--- src/mipt_pkg.sv ---
package mipt_pkg;

   // Field widths.
   localparam int NUM_PAIRS   = 6;
   localparam int PAIR_W      = 3;
   localparam int EVENT_ID_W  = 8;
   localparam int CPU_W       = 3;
   localparam int SEQ_W       = 32;
   localparam int TIME_W      = 64;
   localparam int STATUS_W    = 2;
   localparam int CSR_INDEX_W = 3;

   // Command codes.
   localparam logic CMD_EVENT = 1'b0;
   localparam logic CMD_CLEAR = 1'b1;

   // Result status codes.
   localparam logic [STATUS_W-1:0] STATUS_NONE    = 2'd0;
   localparam logic [STATUS_W-1:0] STATUS_NEW_MAX = 2'd1;
   localparam logic [STATUS_W-1:0] STATUS_UNREG   = 2'd2;

   // Pairs that accept a non-real-time end with the next sequence number.
   localparam logic [PAIR_W-1:0] PAIR_TICK    = 3'd4;
   localparam logic [PAIR_W-1:0] PAIR_RESCHED = 3'd5;

   // Start ids after reset.
   localparam logic [EVENT_ID_W-1:0] START_ID_RESET [NUM_PAIRS] =
      '{8'd100, 8'd102, 8'd104, 8'd106, 8'd110, 8'd190};

   // Part of an entry that only a start event or the power-up clear writes.
   typedef struct packed {
      logic              seen;
      logic [SEQ_W-1:0]  start_seq;
      logic [TIME_W-1:0] start_time;
   } held_type;

   // Part of an entry that the clear command also wipes.
   typedef struct packed {
      logic              waiting;
      logic [TIME_W-1:0] max_interval;
   } live_type;

   typedef enum logic [2:0] {
      ST_INIT,
      ST_IDLE,
      ST_LOOKUP,
      ST_SEQ,
      ST_INTERVAL,
      ST_COMPARE,
      ST_CLEAR,
      ST_RESULT
   } state_type;

   // Operand pairs of the shared subtractor.
   typedef enum logic [1:0] {
      ALU_SEQ,
      ALU_INTERVAL,
      ALU_MAX
   } alu_sel_type;

   // Sequencer to datapath.
   typedef struct packed {
      logic        idle;
      logic        lookup;
      logic        seq_step;
      logic        iv_step;
      logic        cmp_step;
      logic        sweep_clear;
      logic        sweep_init;
      logic        result;
      alu_sel_type alu_sel;
   } ctrl_type;

   // Datapath to sequencer.
   typedef struct packed {
      logic accept;
      logic cmd_clear;
      logic unregistered;
      logic is_start;
      logic end_match;
      logic sweep_last;
      logic out_free;
   } flags_type;

endpackage

--- src/mipt_sub_unit.sv ---
module mipt_sub_unit (
   input  logic [mipt_pkg::TIME_W-1:0] minuend,
   input  logic [mipt_pkg::TIME_W-1:0] subtrahend,
   output logic [mipt_pkg::TIME_W-1:0] diff,
   output logic                        borrow
);
   import mipt_pkg::*;

   logic [TIME_W:0] wide;

   // One 64-bit subtract; the borrow doubles as an unsigned less-than.
   assign wide   = {1'b0, minuend} - {1'b0, subtrahend};
   assign diff   = wide[TIME_W-1:0];
   assign borrow = wide[TIME_W];

endmodule

--- config.mk ---
export PLATFORM = sky130hd
export DESIGN_NAME = mipt_sub_unit
export DESIGN_NICKNAME = d
export VERILOG_FILES = /design/src/mipt_pkg.sv /design/src/mipt_sub_unit.sv
export SDC_FILE = /design/constraint.sdc
export NUM_CORES = 1
export LEC_CHECK = 0
export ABC_AREA = 1
export BUFFER_PORTS_ARGS = -buffer_cell sky130_fd_sc_hd__buf_2
export CELL_PAD_IN_SITES_DETAIL_PLACEMENT = 0
export CELL_PAD_IN_SITES_GLOBAL_PLACEMENT = 1
export CORE_UTILIZATION = 31
export DETAILED_ROUTE_END_ITERATION = 8
export PLACE_DENSITY_LB_ADDON = 0.1
export SLEW_MARGIN = 20
export SYNTH_ARGS = -nofsm -noshare
export SYNTH_HDL_FRONTEND = slang
export SYNTH_SLANG_ARGS = --single-unit
--- constraint.sdc ---
create_clock -name vclk -period 2.4
set_input_delay 0.48 -clock vclk [all_inputs]
set_output_delay 0.48 -clock vclk [all_outputs]
set_load 0.01 [all_outputs]
# ---- Word-level counts from Yosys, hierarchy flattened
# Index checks and enable logic that the tools add are counted.
# W data, S select, Z words.
dict set report classes {
  n_eq_ne 0
  mux 0
  reduce_logical 0
  div 0
  add_sub_neg 1
  bitwise_logic 0
  n_mul 0
  n_shift 0
  n_lt_le_gt_ge 0
}
# operator n
set op_table {}
lappend op_table {{$sub A64 B64 Y65} 1}
dict set report word_totals {
  mem_bits_ro 0
  wordCells 1
  latch_bits 0
  output_inout_bits 65
  memories 0
  regBits 0
  ram_bits 0
  input_bits 128
}

# ---- Logic depth before layout (Yosys ltp)
dict set report depth {
  word_depth 1
  ltp_mapped 16
  depth_no_buf 16
}

# ---- Worst setup path after synthesis
# No wires, ideal clock.
dict set report synth_timing {
  kind {input port to output port}
  startpoint {in minuend[0] (netlist name)}
  endpoint {out diff[32] (netlist name)}
  arrival_ns 2.029
  t_required_ns 1.920
  setup_slack_ns -0.109
  path_buffers 0
  path_stages 13
  path_cell_list {inv_1 ha_1 fa_1 inv_1 nand3_1 nand2_2 nand2_1 nand2_2 nand3_1 nand2_1 nand2_1 nand2_1 xor2_1}
}
dict set report synth_between {
  elab_chain_cells 1
}
# element line
set synth_lines {}
lappend synth_lines {{start, declared} mipt_sub_unit.sv:2} ;# input logic [mipt_pkg::TIME_W-1:0] minuend,
lappend synth_lines {{$sub A64 B64 Y65} mipt_sub_unit.sv:12} ;# assign wide = {1'b0, minuend} - {1'b0, subtrahend};
lappend synth_lines {{end, declared} mipt_sub_unit.sv:4} ;# output logic [mipt_pkg::TIME_W-1:0] diff,
# Every way passes these cells.

# ---- Final worst setup path
dict set report layout_timing {
  startpoint {in minuend[0] (netlist name)}
  endpoint {out diff[62] (netlist name)}
}
# Same word-level chain as after synthesis.

==> key figures <==
Status
  • Status: complete, but fails checks
  • Failing checks: setup timing

Yosys
  • Mean post-synth cell area: 4.58 sq um
  • Synth Instances: 1371
  • Synth top area cells: nand2_1 (36%), inv_1 (24%), ha_1 (13%)
  • Synth Cell Area: 6280 sq um
  • Sequential element share of the synthesized area: 0
  • Syn. warnings: 0
  • Synthesized Nets: 1564
  • Area share of the largest cell type after synthesis: 0.356
  • Cell variety after synth: 24
  • Synth area leader: nand2_1

Pwr
  • Clock network power share: 0
  • Sw power: 1.78 mW
  • Leak pwr: 6.82 nW
  • Switching Share: 0.557
  • VDD IR max: 136 uV
  • Pint: 1.41 mW
  • Pwr Density: 273 nW/um^2
  • Sequential share of power: 0
  • Comb pwr share: 1.000

Final layout
  • FILL cells: 2015
  • N_diodes: 0
  • Clkbuf count: 0
  • Area Overhead vs Synth: 86.1%
  • Final Net Count: 1917
  • Post-layout util: 0.594
  • FFs & Latches: 0
  • FF+latch area: 0 sq um
  • Layout cells sized above 1: 0.502

Floorplanning
  • Initial Util: 0.319
  • # rows: 51
  • Die height: 144 um
  • I/O pin cnt: 193
  • Core Box Area: 19700 sq um
  • Die Wd: 144 um
  • Die ar.: 20800 sq um

Placement
  • I/O Buffers: 193
  • Placer Congestion: 0.950
  • Hpwl dp: 24300 um

Worst setup path
  • Crit Path Category: primary input to output port
  • Critical path startpoint category: primary input
  • WP data arrival: 2.19 ns
  • CP endpoint kind: output port
  • Critical Path RT: 1.92 ns
  • Max FO, Critical Path: 4

STA
  • Slew Limit Fails: 0
  • Min setup slack post-route: -0.268 ns
  • Least-Margin Pin Slew: 0.315 ns
  • Final min period: 2.67 ns
  • Final Hold Vio Count: 0
  • Normalized max-slew margin: 0.789
  • Final setup vio count: 54
  • Fmax: 375 MHz
  • RSZ-0062 raised after global routing: true
  • Setup_tns: -6.33 ns
  • Post-route clock period utilization: 1.11

Detailed routing
  • Vias: 8934
  • Antenna-violating nets left: 0
  • 1st-iter DRT viols: 430
  • WL final: 29000 um
  • TritonRoute pass-1 iters: 5
  • DR DRC count: 0
  • Routed len/inst: 14.6 um
  • Vias per inst: 4.50

Global routing
  • Total GRT Usage: 0.273
  • Number of global-route vias before repair: 8509
  • Initial antenna violation count: 0
  • Total gr overflow: 0
  • First-pass GRT wire length: 43600 um
  • Pin count of the biggest net entering global routing: 7

Clock tree
  • Post-CTS Hold Buffers: 0

Flow run
  • Number of max-cap violations: 0

Worst hold path
  • Hold Crit Class: primary input to output port
worst max-delay path, stage by stage:
cell and delay [ns]:
buf_8 0.07, inv_4 0.03, ha_4 0.15, fa_2 0.37, inv_2 0.07, nand3_2 0.08, nand2_4 0.14, nand2_2 0.07
nand2_2 0.08, nand2_2 0.06, nand2_2 0.07, nand2_2 0.06, nand2_4 0.11, nand2_4 0.06, nand2_2 0.07, nand2_2 0.05
nand2_2 0.06, buf_6 0.10
placed cells by master (no fill, tap or decap), types with 3 or more instances in the layout:
cell type / count
buf_8: 3
nor2_2: 27
nor3_1: 4
buf_2: 144
a21oi_1: 20
ha_1: 4
nand2_8: 6
nor2_1: 44
inv_2: 65
nand4_1: 15
nand3_4: 9
xor2_2: 9
nor3_4: 3
nand3_1: 24
a21oi_2: 26
ha_4: 60
xor2_1: 21
nor2_4: 47
nand2_4: 61
buf_4: 125
nand2_1: 401
buf_6: 78
inv_1: 315
nand3_2: 21
nand2_2: 153
nor3_2: 7
inv_4: 14
cells by family after synthesis:
kind of cell | synth area share
AOI/OAI and AO/OA | 0.0451
xor gates and xnor gates | 0.0433
adders and majority gates | 0.131
buffers and inverters | 0.237
and+or+nand+nor | 0.544
layout make-up:
class | instances | area, sq um | area share
multi-input cells | 976 | 7210 | 0.617
repair buffers | 352 | 2620 | 0.225
inverters | 394 | 1510 | 0.130
well taps | 265 | 332 | 0.0284
power groups by stage:
| stage | Sequential [mW] | Clock [mW] | Combinational (mW) |
|---|---|---|---|
| finish | 0 | 0 | 3.19 |
| global route | 0 | 0 | 3.46 |
| CTS | 0 | 0 | 2.95 |
| detailed placement | 0 | 0 | 2.26 |
| global placement | 0 | 0 | 2.26 |
| floorplan | 0 | 0 | 1.25 |
path summary, 6_finish.rpt:
path	start	to	slack [ns]	cells past startpoint
setup / recovery	minuend[0]	diff[62]	-0.27	18
hold / removal	subtrahend[0]	diff[0]	1.29	4
metal layers:
| layer | global-route usage | up-vias | part of all wire |
|---|---|---|---|
| met5 | 0 | - | 0 |
| met3 | 0.0182 | 18 | 0.041 |
| met2 | 0.446 | 179 | 0.45 |
| met1 | 0.396 | 4080 | 0.50 |
| li1 | - | 4657 | - |
| met4 | 0.0343 | 0 | 0.013 |
synthesized netlist by cell type:
cell,count
a21oi_1,48
buf_4,1
fa_1,1
ha_1,64
inv_1,393
inv_2,1
nand2_1,596
nand2_2,24
nand2_4,1
nand3_1,48
nand3_2,6
nand4_1,15
nor2_1,99
nor2_2,16
nor2_4,3
nor2b_1,1
nor3_1,11
nor3_2,3
nor4_2,2
o211ai_1,1
o21ai_0,4
o21bai_1,2
xnor2_1,1
xor2_1,30
per-stage QoR:
step	hold WS, ns	total power [mW]	area (sq um)	cells	setup slack (ns)
floorplan	1.13	1.25	6300	1371	0.000713
global placement	1.32	2.26	8540	1954	-0.401
detailed placement	1.32	2.26	8540	1954	-0.412
CTS	1.29	2.95	10900	1974	-0.243
global route	1.32	3.46	11700	1987	-0.387
finish	1.29	3.19	11700	1987	-0.268
timing repair:
item	in CTS	in global routing
setup endpoints to repair	58	58
buffers inserted	21	17
endpoints found under the hold margin	0	0
pin swaps	180	106
resized for setup	535	174
Power figures use the tool's default switching activity.
