$ cat config.mk
export PLATFORM = sky130hd
export DESIGN_NAME = mipt_seq
export DESIGN_NICKNAME = d
export VERILOG_FILES = /design/src/mipt_pkg.sv /design/src/mipt_seq.sv
export SDC_FILE = /design/constraint.sdc
export NUM_CORES = 1
export LEC_CHECK = 0
export BUFFER_PORTS_ARGS = -buffer_cell sky130_fd_sc_hd__buf_4
export CORE_AREA = 2 2 39 41
export DETAILED_ROUTE_END_ITERATION = 10
export DIE_AREA = 0 0 41 43
export HOLD_SLACK_MARGIN = 0.05
export PLACE_DENSITY_LB_ADDON = 0.08
export SLEW_MARGIN = 15
export SYNTH_ARGS = -nofsm -noshare
export SYNTH_HDL_FRONTEND = slang
export SYNTH_SLANG_ARGS = --single-unit
export TNS_END_PERCENT = 5
$ cat constraint.sdc
create_clock -name clock -period 1.35 [get_ports clock]
set_clock_uncertainty 0.15 [all_clocks]
set_input_delay 0.135 -clock clock [delete_from_list [all_inputs] [get_ports clock]]
set_output_delay 0.135 -clock clock [all_outputs]
set_load 0.1 [all_outputs]
$ cat src/mipt_pkg.sv
package mipt_pkg;

   // Field widths.
   localparam int NUM_PAIRS   = 6;
   localparam int PAIR_W      = 3;
   localparam int EVENT_ID_W  = 8;
   localparam int CPU_W       = 3;
   localparam int SEQ_W       = 32;
   localparam int TIME_W      = 64;
   localparam int STATUS_W    = 2;
   localparam int CSR_INDEX_W = 3;

   // Command codes.
   localparam logic CMD_EVENT = 1'b0;
   localparam logic CMD_CLEAR = 1'b1;

   // Result status codes.
   localparam logic [STATUS_W-1:0] STATUS_NONE    = 2'd0;
   localparam logic [STATUS_W-1:0] STATUS_NEW_MAX = 2'd1;
   localparam logic [STATUS_W-1:0] STATUS_UNREG   = 2'd2;

   // Pairs that accept a non-real-time end with the next sequence number.
   localparam logic [PAIR_W-1:0] PAIR_TICK    = 3'd4;
   localparam logic [PAIR_W-1:0] PAIR_RESCHED = 3'd5;

   // Start ids after reset.
   localparam logic [EVENT_ID_W-1:0] START_ID_RESET [NUM_PAIRS] =
      '{8'd100, 8'd102, 8'd104, 8'd106, 8'd110, 8'd190};

   // Part of an entry that only a start event or the power-up clear writes.
   typedef struct packed {
      logic              seen;
      logic [SEQ_W-1:0]  start_seq;
      logic [TIME_W-1:0] start_time;
   } held_type;

   // Part of an entry that the clear command also wipes.
   typedef struct packed {
      logic              waiting;
      logic [TIME_W-1:0] max_interval;
   } live_type;

   typedef enum logic [2:0] {
      ST_INIT,
      ST_IDLE,
      ST_LOOKUP,
      ST_SEQ,
      ST_INTERVAL,
      ST_COMPARE,
      ST_CLEAR,
      ST_RESULT
   } state_type;

   // Operand pairs of the shared subtractor.
   typedef enum logic [1:0] {
      ALU_SEQ,
      ALU_INTERVAL,
      ALU_MAX
   } alu_sel_type;

   // Sequencer to datapath.
   typedef struct packed {
      logic        idle;
      logic        lookup;
      logic        seq_step;
      logic        iv_step;
      logic        cmp_step;
      logic        sweep_clear;
      logic        sweep_init;
      logic        result;
      alu_sel_type alu_sel;
   } ctrl_type;

   // Datapath to sequencer.
   typedef struct packed {
      logic accept;
      logic cmd_clear;
      logic unregistered;
      logic is_start;
      logic end_match;
      logic sweep_last;
      logic out_free;
   } flags_type;

endpackage

$ cat src/mipt_seq.sv
module mipt_seq (
   input  logic                clock,
   input  logic                reset,
   input  mipt_pkg::flags_type flags,
   output mipt_pkg::ctrl_type  ctrl
);
   import mipt_pkg::*;

   state_type state_ff;
   state_type state_in;

   always_ff @(posedge clock) begin
      if (reset) begin
         state_ff <= ST_INIT;
      end else begin
         state_ff <= state_in;
      end
   end

   // Next state.
   always_comb begin
      state_in = state_ff;
      case (state_ff)
         ST_INIT: begin
            if (flags.sweep_last) state_in = ST_IDLE;
         end
         ST_IDLE: begin
            if (flags.accept) state_in = flags.cmd_clear ? ST_CLEAR : ST_LOOKUP;
         end
         ST_LOOKUP: begin
            state_in = flags.unregistered ? ST_RESULT : ST_SEQ;
         end
         ST_SEQ: begin
            if (!flags.is_start && flags.end_match) begin
               state_in = ST_INTERVAL;
            end else begin
               state_in = ST_RESULT;
            end
         end
         ST_INTERVAL: begin
            state_in = ST_COMPARE;
         end
         ST_COMPARE: begin
            state_in = ST_RESULT;
         end
         ST_CLEAR: begin
            if (flags.sweep_last) state_in = ST_RESULT;
         end
         ST_RESULT: begin
            if (flags.out_free) state_in = ST_IDLE;
         end
         default: begin
            state_in = ST_INIT;
         end
      endcase
   end

   // Outputs depend on the state alone.
   always_comb begin
      ctrl         = '0;
      ctrl.alu_sel = ALU_SEQ;
      case (state_ff)
         ST_INIT:     ctrl.sweep_init  = 1'b1;
         ST_IDLE:     ctrl.idle        = 1'b1;
         ST_LOOKUP:   ctrl.lookup      = 1'b1;
         ST_SEQ:      ctrl.seq_step    = 1'b1;
         ST_INTERVAL: begin
            ctrl.iv_step = 1'b1;
            ctrl.alu_sel = ALU_INTERVAL;
         end
         ST_COMPARE: begin
            ctrl.cmp_step = 1'b1;
            ctrl.alu_sel  = ALU_MAX;
         end
         ST_CLEAR:    ctrl.sweep_clear = 1'b1;
         ST_RESULT:   ctrl.result      = 1'b1;
         default: begin
            ctrl.alu_sel = ALU_SEQ;
         end
      endcase
   end

endmodule

; After elaboration in Yosys (flattened, before gate mapping)
; Cells that the tools add are included.
[word_totals]
regBits = 3
input_bits = 9
output_inout_bits = 10
elab_cells = 33
[classes]
eq_ne = 11
n_mux = 17
reduce_logical = 4
[op_table]
columns = cell, n
row1 = 3-bit one-hot mux with 8 select lines, 1
row2 = 3-bit 2-to-1 mux, 6
row3 = "3-bit equality test, second input constant", 4
row4 = 1-bit 2-to-1 mux, 8
row5 = "2-bit inequality test, second input constant", 4
row6 = "3-bit by 2-bit equality test with 1-bit output, second input constant", 2
row7 = 2-bit one-hot mux with 2 select lines, 1
row8 = 4-bit AND reduction, 1
row9 = "3-bit by 1-bit equality test with 1-bit output, second input constant", 1
row10 = 3-bit logical NOT, 1
row11 = 2-bit 2-to-1 mux, 1
row12 = 1-bit logical AND, 1
row13 = 1-bit logical NOT, 1

; Logic depth before layout (Yosys ltp)
; Gate-level depths: netlist of run 1.
[logic_depth]
word_depth = 4
mapped_depth = 5
mapped_depth_nobuf = 4

; Worst setup path before layout of run 1
; No wires, ideal clock.
[synth_timing]
kind = register to output
start = register state_ff[1]
end = output port ctrl[5] in the netlist's numbering
arrival_ns = 3.395
required_time_ns = 1.065
setup_slack_ns = -2.330
path_stages_with_launch = 5
path_buffers = 3
cell_sequence = dfxtp_1 buf_6 clkbuf_8 nor3b_1 buf_4
[synth_rtl]
columns = element, line
row1 = from (decl), mipt_seq.sv:9  ; state_type state_ff;
row2 = from (signal assigned), mipt_seq.sv:16  ; state_ff <= state_in;
row3 = to (decl), mipt_seq.sv:5  ; output mipt_pkg::ctrl_type ctrl

==> results.cfg, run 1 <==
[status]
status = finished with violations
violations = negative setup slack

[synth]
syn_area_um2 = 305
synth_edf_count = 0
synth_ff_type = dfxtp_1
ys_seq_elements = 3
synth_cells = 37
synthArstFlopShare_pct = 0
synth_nets = 46
syn_avg_cell_area_um2 = 8.25
synth.distinct_cells = 21
ys_seq_area_share_pct = 19.7
yosys_warnings = 0
synth_area_leaders = dfxtp_1, nor3b_1, nor3_1, buf_6, a211oi_1
yosysTopAreaCell = dfxtp_1
yosysTopAreaCellShare_pct = 19.7

[timing]
rsz0062_at_grt = yes
worstMarginPinSlew_ns = 0.305
fin_ws_ns = -0.191
max_freq_mhz = 649
fin_crit_sh_pct = 114
finalHoldViolCount = 0
setup_viol = 13
slew_headroom_pct = 79.5
period_needed_ns = 1.54
final_max_slew_viol_count = 0

[setup_path]
critPathKind = flip-flop to primary output
reg2reg_setup_slack_ns = -0.17
critPathSlowestCell = dfxtp_4
worst_ep_required_time_ns = 1.07
cp_common_cell = buf_12
cp_cell_sequence = inv_4, buf_12, nor3b_4, buf_12
worst_setup_path_start_kind = flip-flop
cp.arrival_ns = 1.26
crit_path_max_fanout = 5
crit_path_end_kind = primary output
slowest_delay_ns = 0.36

[final_layout]
finish.utilization_pct = 57.9
syn_to_final_growth_pct = 162
largest_register_ffs = 3
top_register = state_ff
reg_top3 = state_ff: 3 flops
drive_gt1_share_pct = 73.5
fin_cells = 84
final_nets = 78
stdcell_area_um2 = 801
n_antenna_cell = 0
nFillCells = 123

[power]
seqPwrFrac_pct = 19.7
total_power_uw = 513
combPwrFrac_pct = 49.5
switching_share_pct = 37.8
intPower_uw = 319
powerDensity_mw_per_mm2 = 640
clockPowerShare_pct = 30.8
switchingPower_uw = 194
p_leak_nw = 0.336
irDropWorstVdd_mv = 0.389

[die]
start_util_pct = 22.1
dieArea_mm2 = 0.00176
core_mm2 = 0.00138
rows = 14
die-height_um = 43
io_pins = 19
die_w_um = 41

[clock_tree]
cts_sinks = 3
path_clk_slew_ns = 0.04
h-tree-depth = 1
clk_latency_ns = 0.23
cts_root_buffer = clkbuf_4
numCtsBuffers = 3
cts_tree = done
cts_buffer_depth = 2

[route]
via_per_inst = 4.73
dr.first_iter.drc_count = 4
ant_nets = 0
post-route-drc-count = 0
vias = 397
dr.pass1.iters = 4
routedWlPerCell_um = 10.9
wl_um = 913

[grt]
first_global_vias = 439
grt_usage_pct = 13.6
antenna_found_initial = 0
grt_overflow = 0
grt_max_degree = 8
grt_pass1_wl_um = 1680

[place]
io_buffers = 18
place_area_um2 = 581
hpwl_um = 756
dp_cells = 76
place_congestion = 0.716

[job]
cap_violations = 0

[hold_path]
min_path_type = input pin to flip-flop
## kinds of logic after synthesis
family                 share of synthesized area, %
AO/OA/AOI/OAI                                  19.3
XOR/XNOR                                       2.87
buffers and inverters                          18.0
flip-flops                                     19.7
multiplexers                                   3.69
AND/OR/NAND/NOR                                36.5
## power by group through the flow
| stage | logic (mW) | clock network (mW) | registers, mW |
|---|---|---|---|
| finish | 0.254 | 0.158 | 0.101 |
| global placement | 0.201 | 0 | 0.104 |
| detailed placement | 0.205 | 0 | 0.104 |
| global route | 0.268 | 0.165 | 0.102 |
| CTS | 0.253 | 0.162 | 0.0999 |
| floorplan | 0.162 | 0 | 0.0993 |
## cell type report
| type | count | area [um^2] | share of cell area, % |
|---|---|---|---|
| Sequential cell | 3 | 71.3 | 8.91 |
| Clock buffer | 4 | 26.3 | 3.28 |
| Multi-Input combinational cell | 28 | 282 | 35.2 |
| Inverter | 1 | 6.26 | 0.781 |
| Tap cell | 16 | 20.0 | 2.50 |
| Timing Repair Buffer | 32 | 395 | 49.4 |
## through the flow
| step | TNS [ns] | hold WS [ns] | worst slack [ns] |
|---|---|---|---|
| final | -1.40 | 0.163 | -0.191 |
| after global routing | -1.88 | 0.193 | -0.215 |
| after CTS | -1.56 | 0.161 | -0.215 |
| after floorplan | -4.41 | 0.0610 | -0.677 |
| after detailed placement | -0.782 | 0.186 | -0.130 |
| after global placement | -0.703 | 0.177 | -0.142 |
## worst paths after layout
path | from | endpoint | cells after the start
max | state_ff[2] | ctrl[1] | 4
min | flags[0] | state_ff[1] | 4
max reg2reg | state_ff[2] | state_ff[1] | 5
min reg2reg | state_ff[1] | state_ff[1] | 3
## layer usage
layer / global-route usage, % / up-vias / routed length, um
met1: 14.5 / 184 / 346
met3: 1.57 / 0 / 39
met4: 8.00 / 0 / 0
met2: 23.4 / 14 / 528
met5: 0 / - / 0
li1: - / 199 / -
## cell usage after synthesis (2+ instances only)
master	instances
a211oi_1	2
buf_4	2
buf_6	2
dfxtp_1	3
nand2b_1	2
nor2_1	2
nor3_1	5
nor3b_1	5
or3_1	2
## worst max-delay path, delay by kind of cell, from the launching register on
kind                   cells  cell delay [ns]
buffers and inverters      3             0.39
flip-flops                 1             0.36
AND/OR/NAND/NOR            1             0.28
## cell usage in the layout, fill, tap and decap left out, drive strengths merged
| cell type | count |
|---|---|
| nor3 | 5 |
| xor2 | 1 |
| o211ai | 1 |
| dlygate4sd3 | 1 |
| mux2 | 1 |
| o21bai | 1 |
| and3 | 1 |
| clkbuf | 4 |
| nor2 | 2 |
| a211oi | 3 |
| or3 | 2 |
| inv | 1 |
| a21o | 1 |
| nand2 | 1 |
| dfxtp | 3 |
| a311oi | 1 |
| buf | 31 |
| nor2b | 1 |
| nor3b | 5 |
| nand2b | 2 |
## timing repair
action                     in CTS  in global routing
buffers inserted                3                  0
setup endpoints to repair      13                 13
hold endpoints to repair        1                  0
pin swaps                       2                  1
hold buffers                    1                  0
gates resized for setup        43                  1
Power figures use the tool's default switching activity.
==> run 2: changes to the inputs <==
--- a/config.mk
+++ b/config.mk
@@ -5,13 +5,13 @@
 export SDC_FILE = /design/constraint.sdc
 export NUM_CORES = 1
 export LEC_CHECK = 0
-export BUFFER_PORTS_ARGS = -buffer_cell sky130_fd_sc_hd__buf_4
+export BUFFER_PORTS_ARGS = -buffer_cell sky130_fd_sc_hd__buf_2
 export CORE_AREA = 2 2 39 41
 export DETAILED_ROUTE_END_ITERATION = 10
 export DIE_AREA = 0 0 41 43
 export HOLD_SLACK_MARGIN = 0.05
 export PLACE_DENSITY_LB_ADDON = 0.08
-export SLEW_MARGIN = 15
+export SLEW_MARGIN = 20
 export SYNTH_ARGS = -nofsm -noshare
 export SYNTH_HDL_FRONTEND = slang
 export SYNTH_SLANG_ARGS = --single-unit
==> run 2 against run 1 <==
The flow still finishes with violations (negative setup slack). Cell area rose by 3.0%. Register-to-register slack about the same. Sequential power about the same. Non-clock buffer count is 3 higher. Final cell count up 3.6%. Sequential cell count unchanged. Hold slack got worse by 0.082 ns. Largest power group unchanged. Highest routed layer is now met4.
==> results.cfg, run 2 (synthesis gave the netlist of run 1 again) <==
[grt]
grt_max_degree = 8
grt_usage_pct = 14.7
grt_pass1_wl_um = 1770
antenna_found_initial = 0
first_global_vias = 418
grt_overflow = 0

[die]
die-height_um = 43
rows = 14
die_w_um = 41
io_pins = 19
core_mm2 = 0.00138
start_util_pct = 22.1
dieArea_mm2 = 0.00176

[final_layout]
largest_register_ffs = 3
drive_gt1_share_pct = 76.1
layout_common_cells = buf_12, buf_4, buf_2
nFillCells = 128
final_nets = 81
multiInputGateArea_um2 = 287
layout_commonest_cell = buf_12
n_antenna_cell = 0
ff_latch_area_um2 = 71.3
top_register = state_ff
syn_to_final_growth_pct = 170
reg_top3 = state_ff: 3 flops

[place]
io_buffers = 18
place_congestion = 0.658
hpwl_um = 860

[setup_path]
critPathKind = flip-flop to primary output
cp.arrival_ns = 1.26
regToRegStartpoint = state_ff[2]
worst_setup_path_start_kind = flip-flop
cp-startpoint = state_ff[0]
critPathSlowestCell = dfxtp_4
slowest_delay_ns = 0.36
worst_ep_required_time_ns = 1.07
crit_path_max_fanout = 7
cp_cell_sequence = buf_4, buf_12, nor3b_4, buf_12
crit_path_end_kind = primary output
cp_common_cell = buf_12

[route]
vias = 414
post-route-drc-count = 0
routedWlPerCell_um = 12.0
wl_um = 1040
via_per_inst = 4.76
ant_nets = 0
dr.pass1.iters = 1
dr.first_iter.drc_count = 0

[power]
irDropWorstVdd_mv = 0.501
p_leak_nw = 0.352
total_power_uw = 517
powerDensity_mw_per_mm2 = 627

[job]
cap_violations = 0

[status]
violations = negative setup slack
status = finished with violations

[hold_path]
min_path_type = input pin to flip-flop
min_from = reset

[timing]
worstMarginPinSlew_ns = 0.427
max_freq_mhz = 645
finalHoldViolCount = 0
rsz0062_at_grt = yes
period_needed_ns = 1.55
fin_ws_ns = -0.200
setup_viol = 13
setup_tns_ns = -1.80
fin_crit_sh_pct = 115
final_max_slew_viol_count = 0
slew_headroom_pct = 71.3

[clock_tree]
cts_root_buffer = clkbuf_4
cts_sinks = 3
clk_latency_ns = 0.23
path_clk_slew_ns = 0.04
numCtsBuffers = 3
h-tree-depth = 1
cts_tree = done
cts_buffer_depth = 2
## run 2: final timing paths
path | depth (start not counted) | endpoint | slack, ns
setup / recovery | 4 | ctrl[4] | -0.20
hold / removal | 3 | state_ff[1] | 0.08
setup reg to reg | 5 | state_ff[1] | -0.18
hold reg to reg | 2 | state_ff[1] | 0.45
## run 2: what timing repair did
action	CTS	global route
hold endpoints to repair	1	0
buffers inserted	3	0
pin swaps	2	1
endpoints found under the setup margin	13	13
resized for setup	7	9
hold buffers	1	0
## run 2: routing by layer
metal / global-route usage [%] / wire length (um) / vias to the layer above
li1: - / - / 203
met1: 15.5 / 346 / 189
met2: 26.3 / 609 / 18
met3: 1.57 / 61 / 4
met4: 7.33 / 27 / 0
met5: 0 / 0 / -
## run 2: layout make-up
class,count,share of cell area [%]
Clock buffer,4,3.19
Inverter,1,0.759
Multi-Input combinational cell,28,34.7
Sequential cell,3,8.65
Tap cell,16,2.43
Timing Repair Buffer,35,50.2
## run 2: metrics by stage
stage / utilization [%] / setup WS (ns) / hold WS (ns) / area, um^2 / std cells
finish: 59.6 / -0.200 / 0.0816 / 825 / 87
global route: 59.6 / -0.257 / 0.0893 / 825 / 87
CTS: 57.3 / -0.206 / 0.0807 / 793 / 87
detailed placement: 52.1 / -0.200 / 0.213 / 721 / 79
global placement: 52.1 / -0.0542 / 0.198 / 721 / 79
floorplan: - / -0.677 / 0.0610 / 417 / 37
## run 2: critical path: cells and delay by family (launching register included)
kind	cells	cell delay, ns
buffers and inverters	3	0.48
and+or+nand+nor	1	0.20
DFF	1	0.36
## run 2: power breakdown
part | switching, mW | leakage, nW | internal (mW)
clock | 0.0445 | 0.0150 | 0.111
combinational | 0.142 | 0.311 | 0.120
sequential | 0.00869 | 0.0267 | 0.0920
